[src/hw/rtl/assert_macros.svh]
// ----------------------------------------------------------------------------
// Assertion macros used by haptic_detent_snap
// ----------------------------------------------------------------------------
`ifndef ASSERT_MACROS_SVH
`define ASSERT_MACROS_SVH

// Check that a property holds at every rising clock edge outside reset.
`define ASSERT_PROP(label, clk, rst_n, prop, msg) \
  label: assert property (@(posedge clk) disable iff (!(rst_n)) (prop)) \
    else $error(msg);

// Check that a condition never holds outside reset.
`define ASSERT_NEVER(label, clk, rst_n, cond, msg) \
  label: assert property (@(posedge clk) disable iff (!(rst_n)) !(cond)) \
    else $error(msg);

`endif

[src/hw/rtl/hds_pkg.sv]
// ----------------------------------------------------------------------------
// hds_pkg
// Shared types and constants of the haptic detent snap block.
// ----------------------------------------------------------------------------
`timescale 1ns / 1ps

package hds_pkg;

  localparam int unsigned PosW   = 32;
  localparam int unsigned DetW   = 16;
  localparam int unsigned CmdW   = 2;
  localparam int unsigned CfgIdW = 2;
  localparam int unsigned DataW  = 80;

  typedef enum logic [CmdW-1:0] {
    CMD_TRACK      = 2'd0,
    CMD_MOVE       = 2'd1,
    CMD_CONTINUOUS = 2'd2,
    CMD_NONE       = 2'd3
  } hds_cmd_e;

  typedef enum logic [CfgIdW-1:0] {
    REG_ORIGIN = 2'd0,
    REG_STEPS  = 2'd1,
    REG_COUNTS = 2'd2,
    REG_UNUSED = 2'd3
  } hds_reg_e;

  // Divider status seen by the sequencer
  typedef struct packed {
    logic busy;
    logic done;
  } hds_div_stat_t;

endpackage

[src/hw/rtl/hds_div.sv]
// ----------------------------------------------------------------------------
// hds_div
// Restoring radix-2 divider, 32-bit dividend by nonzero 16-bit divisor,
// one quotient bit per cycle.
// ----------------------------------------------------------------------------
`timescale 1ns / 1ps

module hds_div (
  input  logic                            clk_i,
  input  logic                            rst_ni,
  input  logic                            start_i,
  input  logic [hds_pkg::PosW-1:0]        dividend_i,
  input  logic [hds_pkg::DetW-1:0]        divisor_i,
  output hds_pkg::hds_div_stat_t          stat_o,
  output logic [hds_pkg::PosW-1:0]        quotient_o,
  output logic [hds_pkg::DetW-1:0]        remainder_o
);
  import hds_pkg::*;

  localparam int unsigned CntW = $clog2(PosW);

  logic                busy_q, busy_d;
  logic                done_q, done_d;
  logic [CntW-1:0]     cnt_q, cnt_d;
  logic [PosW-1:0]     quot_q, quot_d;
  logic [DetW-1:0]     rem_q, rem_d;
  logic [DetW-1:0]     dsr_q, dsr_d;
  logic [DetW:0]       shifted;
  logic [DetW:0]       diff;
  logic                ge;

  // The partial remainder stays below twice the divisor, so the top bit of
  // the difference is the borrow of the trial subtraction.
  assign shifted = {rem_q, quot_q[PosW-1]};
  assign diff    = shifted - {1'b0, dsr_q};
  assign ge      = !diff[DetW];

  always_comb begin
    busy_d = busy_q;
    done_d = 1'b0;
    cnt_d  = cnt_q;
    quot_d = quot_q;
    rem_d  = rem_q;
    dsr_d  = dsr_q;
    if (start_i) begin
      busy_d = 1'b1;
      cnt_d  = '0;
      quot_d = dividend_i;
      rem_d  = '0;
      dsr_d  = divisor_i;
    end else if (busy_q) begin
      quot_d = {quot_q[PosW-2:0], ge};
      rem_d  = ge ? diff[DetW-1:0] : shifted[DetW-1:0];
      cnt_d  = cnt_q + 1'b1;
      if (cnt_q == CntW'(PosW - 1)) begin
        busy_d = 1'b0;
        done_d = 1'b1;
      end
    end
  end

  always_ff @(posedge clk_i or negedge rst_ni) begin
    if (!rst_ni) begin
      busy_q <= 1'b0;
      done_q <= 1'b0;
      cnt_q  <= '0;
    end else begin
      busy_q <= busy_d;
      done_q <= done_d;
      cnt_q  <= cnt_d;
    end
  end

  always_ff @(posedge clk_i) begin
    quot_q <= quot_d;
    rem_q  <= rem_d;
    dsr_q  <= dsr_d;
  end

  assign stat_o.busy = busy_q;
  assign stat_o.done = done_q;
  assign quotient_o  = quot_q;
  assign remainder_o = rem_q;

endmodule

[src/hw/rtl/haptic_detent_snap.sv]
// ----------------------------------------------------------------------------
// haptic_detent_snap
// Snaps encoder readings to detent targets for a position-mode motor.
// ----------------------------------------------------------------------------
// One item is taken at a time; s_axis_tready_o is high only while the
// sequencer is idle. Track (cmd 0) runs the shared 32-step serial divider
// twice, once to round the origin-relative position to the nearest detent
// and once to reduce that detent count modulo the number of detents, then
// goes to the output state. Move (cmd 1) passes through a multiply state
// for a 16x16 multiply before the output state. Continuous (cmd 2) and
// the unused code go straight to the output state. The next item is taken
// once the sequencer is back in idle. The result sits in an output
// register, so the next item may be taken while it waits; a new result
// waits in the output state until that register frees up. Config writes
// are always taken and must only be made while the block is idle.
// ----------------------------------------------------------------------------
`timescale 1ns / 1ps
`include "assert_macros.svh"

module haptic_detent_snap (
  input  logic                          clk_i,
  input  logic                          rst_ni,
  // Config write channel
  input  logic                          cfg_valid_i,
  output logic                          cfg_ready_o,
  input  logic [hds_pkg::CfgIdW-1:0]    cfg_index_i,
  input  logic [hds_pkg::PosW-1:0]      cfg_data_i,
  // Input stream
  input  logic                          s_axis_tvalid_i,
  output logic                          s_axis_tready_o,
  // position[31:0], detent_number[47:32], center_target[79:48]
  input  logic [hds_pkg::DataW-1:0]     s_axis_tdata_i,
  // cmd[1:0]
  input  logic [hds_pkg::CmdW-1:0]      s_axis_tuser_i,
  // Result stream
  output logic                          m_axis_tvalid_o,
  input  logic                          m_axis_tready_i,
  // target_counts[31:0], step_index[47:32], raw_position[79:48]
  output logic [hds_pkg::DataW-1:0]     m_axis_tdata_o,
  // send_target[0]
  output logic                          m_axis_tuser_o
);
  import hds_pkg::*;

  typedef enum logic [2:0] {
    S_IDLE,
    S_SNAP,
    S_MOD,
    S_MUL,
    S_OUT
  } state_e;

  // Config registers
  logic [PosW-1:0] origin_q;
  logic [DetW-1:0] steps_q;
  logic [DetW-1:0] counts_q;
  logic [DetW-1:0] eff_steps;
  logic [DetW-1:0] eff_counts;

  // Sequencer and item registers
  state_e          state_q, state_d;
  hds_cmd_e        cmd_q, cmd_d;
  logic [PosW-1:0] pos_q, pos_d;
  logic [DetW-1:0] det_q, det_d;
  logic [PosW-1:0] ctr_q, ctr_d;
  logic            neg_q, neg_d;
  logic [PosW-1:0] num_q, num_d;
  logic [PosW-1:0] res_target_q, res_target_d;
  logic [DetW-1:0] res_index_q, res_index_d;
  logic [PosW-1:0] last_q, last_d;

  // Output register
  logic            out_valid_q, out_valid_d;
  logic [PosW-1:0] out_target_q, out_target_d;
  logic            out_send_q, out_send_d;
  logic [DetW-1:0] out_index_q, out_index_d;
  logic [PosW-1:0] out_raw_q, out_raw_d;

  // Shared divider
  logic            div_start;
  logic [PosW-1:0] div_dividend;
  logic [DetW-1:0] div_divisor;
  hds_div_stat_t   div_stat;
  logic [PosW-1:0] div_quot;
  logic [DetW-1:0] div_rem;

  logic            in_xfer;
  hds_cmd_e        in_cmd;
  logic [PosW-1:0] in_pos;
  logic [PosW-1:0] rel;
  logic [PosW-1:0] mag;
  logic [PosW-1:0] num_w;
  logic [PosW-1:0] snap_prod;
  logic [PosW-1:0] snap_off;
  logic [PosW-1:0] mul_w;
  logic            out_free;

  // Treat fewer than two detents as two and zero counts as one.
  assign eff_steps  = (steps_q < DetW'(2)) ? DetW'(2) : steps_q;
  assign eff_counts = (counts_q == '0) ? DetW'(1) : counts_q;

  assign cfg_ready_o     = 1'b1;
  assign s_axis_tready_o = (state_q == S_IDLE);
  assign in_xfer         = s_axis_tvalid_i && s_axis_tready_o;
  assign in_cmd          = hds_cmd_e'(s_axis_tuser_i);
  assign in_pos          = s_axis_tdata_i[PosW-1:0];

  // Sign and magnitude of the origin-relative position, biased by half a
  // detent so that truncating division rounds halves away from zero.
  assign rel   = in_pos - origin_q;
  assign mag   = rel[PosW-1] ? (~rel + 1'b1) : rel;
  assign num_w = mag + {{(PosW-DetW+1){1'b0}}, eff_counts[DetW-1:1]};

  // Nearest multiple = biased numerator minus remainder.
  assign snap_prod = num_q - {{(PosW-DetW){1'b0}}, div_rem};
  assign snap_off  = neg_q ? (~snap_prod + 1'b1) : snap_prod;

  assign mul_w = {{(PosW-DetW){1'b0}}, det_q} * {{(PosW-DetW){1'b0}}, eff_counts};

  // First pass divides by counts per detent, second by the detent count.
  assign div_start    = (in_xfer && (in_cmd == CMD_TRACK)) ||
                        ((state_q == S_SNAP) && div_stat.done);
  assign div_dividend = (state_q == S_SNAP) ? div_quot : num_w;
  assign div_divisor  = (state_q == S_SNAP) ? eff_steps : eff_counts;

  hds_div u_div (
    .clk_i       (clk_i),
    .rst_ni      (rst_ni),
    .start_i     (div_start),
    .dividend_i  (div_dividend),
    .divisor_i   (div_divisor),
    .stat_o      (div_stat),
    .quotient_o  (div_quot),
    .remainder_o (div_rem)
  );

  assign out_free = !out_valid_q || m_axis_tready_i;

  always_comb begin
    state_d      = state_q;
    cmd_d        = cmd_q;
    pos_d        = pos_q;
    det_d        = det_q;
    ctr_d        = ctr_q;
    neg_d        = neg_q;
    num_d        = num_q;
    res_target_d = res_target_q;
    res_index_d  = res_index_q;
    last_d       = last_q;
    out_valid_d  = out_valid_q && !m_axis_tready_i;
    out_target_d = out_target_q;
    out_send_d   = out_send_q;
    out_index_d  = out_index_q;
    out_raw_d    = out_raw_q;

    case (state_q)
      S_IDLE: begin
        if (in_xfer) begin
          // Capture the item and pick the path for its command.
          cmd_d = in_cmd;
          pos_d = in_pos;
          det_d = s_axis_tdata_i[PosW+DetW-1:PosW];
          ctr_d = s_axis_tdata_i[DataW-1:PosW+DetW];
          neg_d = rel[PosW-1];
          num_d = num_w;
          case (in_cmd)
            CMD_TRACK: state_d = S_SNAP;
            CMD_MOVE:  state_d = S_MUL;
            default:   state_d = S_OUT;
          endcase
        end
      end
      S_SNAP: begin
        if (div_stat.done) begin
          res_target_d = origin_q + snap_off;
          state_d      = S_MOD;
        end
      end
      S_MOD: begin
        if (div_stat.done) begin
          // Fold negative detent counts back into range.
          res_index_d = (neg_q && (div_rem != '0)) ? (eff_steps - div_rem) : div_rem;
          state_d     = S_OUT;
        end
      end
      S_MUL: begin
        res_target_d = origin_q + mul_w;
        state_d      = S_OUT;
      end
      S_OUT: begin
        if (out_free) begin
          out_valid_d  = 1'b1;
          out_target_d = '0;
          out_send_d   = 1'b0;
          out_index_d  = '0;
          out_raw_d    = '0;
          case (cmd_q)
            CMD_TRACK: begin
              out_target_d = res_target_q;
              out_send_d   = (res_target_q != last_q);
              out_index_d  = res_index_q;
            end
            CMD_MOVE: begin
              out_target_d = res_target_q;
              out_send_d   = 1'b1;
            end
            CMD_CONTINUOUS: begin
              out_target_d = ctr_q;
              out_send_d   = (ctr_q != last_q);
              out_raw_d    = pos_q;
            end
            default: ;
          endcase
          // Remember every target flagged for sending.
          if (out_send_d) begin
            last_d = out_target_d;
          end
          state_d = S_IDLE;
        end
      end
      default: state_d = S_IDLE;
    endcase
  end

  always_ff @(posedge clk_i or negedge rst_ni) begin
    if (!rst_ni) begin
      state_q     <= S_IDLE;
      out_valid_q <= 1'b0;
      last_q      <= '0;
      origin_q    <= '0;
      steps_q     <= DetW'(2);
      counts_q    <= DetW'(1);
    end else begin
      state_q     <= state_d;
      out_valid_q <= out_valid_d;
      last_q      <= last_d;
      if (cfg_valid_i && cfg_ready_o) begin
        case (hds_reg_e'(cfg_index_i))
          REG_ORIGIN: origin_q <= cfg_data_i;
          REG_STEPS:  steps_q  <= cfg_data_i[DetW-1:0];
          REG_COUNTS: counts_q <= cfg_data_i[DetW-1:0];
          default: ;
        endcase
      end
    end
  end

  // Payload needs no reset.
  always_ff @(posedge clk_i) begin
    cmd_q        <= cmd_d;
    pos_q        <= pos_d;
    det_q        <= det_d;
    ctr_q        <= ctr_d;
    neg_q        <= neg_d;
    num_q        <= num_d;
    res_target_q <= res_target_d;
    res_index_q  <= res_index_d;
    out_target_q <= out_target_d;
    out_send_q   <= out_send_d;
    out_index_q  <= out_index_d;
    out_raw_q    <= out_raw_d;
  end

  assign m_axis_tvalid_o = out_valid_q;
  assign m_axis_tdata_o  = {out_raw_q, out_index_q, out_target_q};
  assign m_axis_tuser_o  = out_send_q;

  // An accepted item always leaves the idle state.
  `ASSERT_PROP(a_busy_after_xfer, clk_i, rst_ni,
    in_xfer |=> !s_axis_tready_o, "input taken twice in a row")
  // The divider runs only for the two division passes.
  `ASSERT_PROP(a_div_in_seq, clk_i, rst_ni,
    div_stat.busy |-> (state_q == S_SNAP || state_q == S_MOD),
    "divider busy outside a division pass")
  `ASSERT_NEVER(a_div_done_stray, clk_i, rst_ni,
    div_stat.done && !(state_q == S_SNAP || state_q == S_MOD),
    "divider finished with no pass waiting")
  // A flagged target is the one kept for the next comparison.
  `ASSERT_PROP(a_last_tracks_send, clk_i, rst_ni,
    ($rose(m_axis_tvalid_o) && m_axis_tuser_o) |-> (last_q == m_axis_tdata_o[PosW-1:0]),
    "kept target differs from sent target")

endmodule
[config.mk]
export PLATFORM = sky130hd
export DESIGN_NAME = haptic_detent_snap
export DESIGN_NICKNAME = d
export VERILOG_FILES = /design/src/hw/rtl/hds_pkg.sv /design/src/hw/rtl/hds_div.sv /design/src/hw/rtl/haptic_detent_snap.sv
export VERILOG_INCLUDE_DIRS = /design/src /design/src/hw/rtl
export SDC_FILE = /design/constraint.sdc
export NUM_CORES = 2
export LEC_CHECK = 0
export BUFFER_PORTS_ARGS = -buffer_cell sky130_fd_sc_hd__clkbuf_2
export CAP_MARGIN = 20
export CORE_MARGIN = 4
export CORE_UTILIZATION = 68
export CTS_CLUSTER_DIAMETER = 60
export CTS_CLUSTER_SIZE = 28
export DETAILED_ROUTE_END_ITERATION = 12
export PLACE_DENSITY = 0.87
export SYNTH_ARGS = -nofsm -noshare
export SYNTH_HDL_FRONTEND = slang
export SYNTH_SLANG_ARGS = --single-unit
[constraint.sdc]
create_clock -name clk_i -period 21.8 [get_ports clk_i]
set_input_delay 2.18 -clock clk_i [delete_from_list [all_inputs] [get_ports clk_i]]
set_output_delay 2.18 -clock clk_i [all_outputs]
set_load 0.02 [all_outputs]
==> results.toml <==
[worst_setup_path]
critPathSlowestCell = "a311oi_1"
crit_fanout = 33
slowest_delay_ns = 0.71
critical-path-top-delay-family = "compound AO/OA/AOI/OAI gates"
worstSetupEndpointType = "flip-flop"
critPathKind = "primary input to flip-flop"
crit_path_start_kind = "primary input"
cp_data_required_time_ns = 22.14
arrival_ns = 9.19
rrSetupSlack_ns = 13.79
crit_buf_inv = 4

[synthesis]
async_flop_share_pct = 25.78
yosysMostFrequentCell = "inv_1"
ys_types = 101
seq_area_frac_synth_pct = 34.35
synth_seq_cells = 415
synth.avg_cell_area_sq_um = 9.669
synth_commonest_cells = "inv_1, nand2_1, edfxtp_1"
synthCells = 3543
synth_area_leaders = "edfxtp_1, fa_1, ha_1"
ys_warn_count = 0
synth.net_count = 4122
synth_enable_flop_cells = 292
post-synth-top-area-fraction_pct = 25.60
synth_flop_cell = "edfxtp_1"
synthesis.area_sq_um = 34260
synth_top_area_cell = "edfxtp_1"

[die]
rows = 81
io_pins = 205
dieWidth_um = 232.5
initial_core_util_pct = 69.41
dieHeight_um = 232.5
coreArea_sq_um = 49360
dieArea_sq_um = 54040

[cts]
cts_tree = "yes"
cts-root-buf = "clkbuf_16"
ctsResizeCount = 0
clk_path_buf_depth = 3
clock-sinks = 415
cts_buffers = 34
htree_levels = 2
clkLatencyLatePin_ns = 0.60
holdBufCountCts = 0
postCtsSetupRepairBufs = 0
clk_pin_slew_ns = 0.08

[cells_and_area]
antenna_cells = 0
nets = 4225
n_fill_cell = 3461
drive_above_1_share_pct = 11.93
multi_input_area_sq_um = 20140
syn2layout_area_growth_pct = 7.904
seq_area_sq_um = 11770

[job]
maxCapViolCount = 0

[min_path]
worst_hold_path_type = "flip-flop to flip-flop"

[routing]
dr_wl_met3_um = 10170
via_count = 26870
post-route-drc-count = 0
viasPerCell = 6.197
ant_nets = 0
dr_wl_met2_um = 43150
routedWlPerCell_um = 22.01
initialDrtViolationCount = 2584
wl_um = 95420
wl_met1_um = 37060
routed.top_layer = "met5"
dr.pass1.iters = 6

[sta]
max-slew-margin-rel_pct = 29.23
grt_setup_unrepaired = "no"
finalMaxSlewViolations = 0
setup_viol = 0
worst_slew_pin_slew_ns = 1.062
setup_tns_ns = 0
fin_skew_ns = 0.02706
fin_crit_ns = 8.850
finalHoldViolations = 0
fmax_mhz = 113.0
finalCritPeriodShare_pct = 40.59

[grt]
overflow = 0
grt_max_degree = 70
grt_pass1_wl_um = 146400
antenna_found_initial = 9
track_usage_pct = 35.22
grt_pass1_vias = 26110

[placement]
globalplace.congestion = 1.008
hpwl_um = 74020
port_buffers = 203

[run_status]
status = "finished clean"
## cell type report
type | count | area share [%]
multi-input combinational | 2494 | 54.48
clock inverter | 26 | 0.9782
clock buffer | 36 | 2.379
sequential | 415 | 31.84
inverter | 474 | 4.813
timing repair buffer | 227 | 3.263
tap | 664 | 2.247
## metrics by stage
step,hold slack [ns],utilization (%),cell area [sq um],setup slack [ns],cells
final,0.5190,74.90,36970,12.95,4336
after detailed placement,0.4991,72.35,35710,12.49,4273
after CTS,0.5004,74.87,36950,13.11,4335
after global routing,0.5306,74.90,36970,12.39,4336
after global placement,0.4923,72.35,35710,12.60,4273
after floorplan,0.4712,-,34260,13.29,3543
## layer usage
layer,track usage (%),vias up
met2,55.44,1378
met3,8.864,305
met5,0,-
li1,-,12210
met1,46.58,12970
met4,15.78,14
## registers in the layout, summed over array words and instances (netlist names), 32 cells and up
| name | count |
|---|---|
| ctr_q | 32 |
| last_q | 32 |
| num_q | 32 |
| origin_q | 32 |
| out_raw_q | 32 |
| out_target_q | 32 |
| pos_q | 32 |
| res_target_q | 32 |
| u_div.quotient_o | 32 |
## placed cells by master, fill, tap and decap left out, drive strengths merged, types with 153 or more instances in the layout
master and n:
clkbuf 238, o21ai 195, nor2 154, ha 227
inv 485, and2 179, fa 231, nand2 401
xnor2 153, edfxtp 292
## cells by family after synthesis
group           Yosys count  share of synthesized area (%)
simple gates           1037                          14.82
compound gates          671                          12.89
buf+inv                 634                          7.009
fa+ha+maj               458                          21.79
flops                   415                          34.35
xor+xnor                221                          5.650
mux                     106                          3.484
other cells               1                        0.01095
## path summary, 6_finish.rpt
check	startpoint	end	cells past startpoint
setup / recovery	s_axis_tdata_i[8]	u_div.quotient_o[16]	27
hold / removal	u_div.quotient_o[21]	u_div.quotient_o[22]	2
setup reg to reg	counts_q[9]	res_target_q[31]	25
hold reg to reg	u_div.quotient_o[21]	u_div.quotient_o[22]	2
max in group asynchronous	rst_ni	counts_q[11]	2
min in group asynchronous	rst_ni	last_q[28]	1
## worst min-delay path, stage by stage, from the launching register on
cell and delay, ns:
edfxtp_1 0.33, nand2_1 0.05, nand2_1 0.05
Power is not shown: default switching activity piles up to over one toggle a cycle in this logic, so the estimate is an artifact.
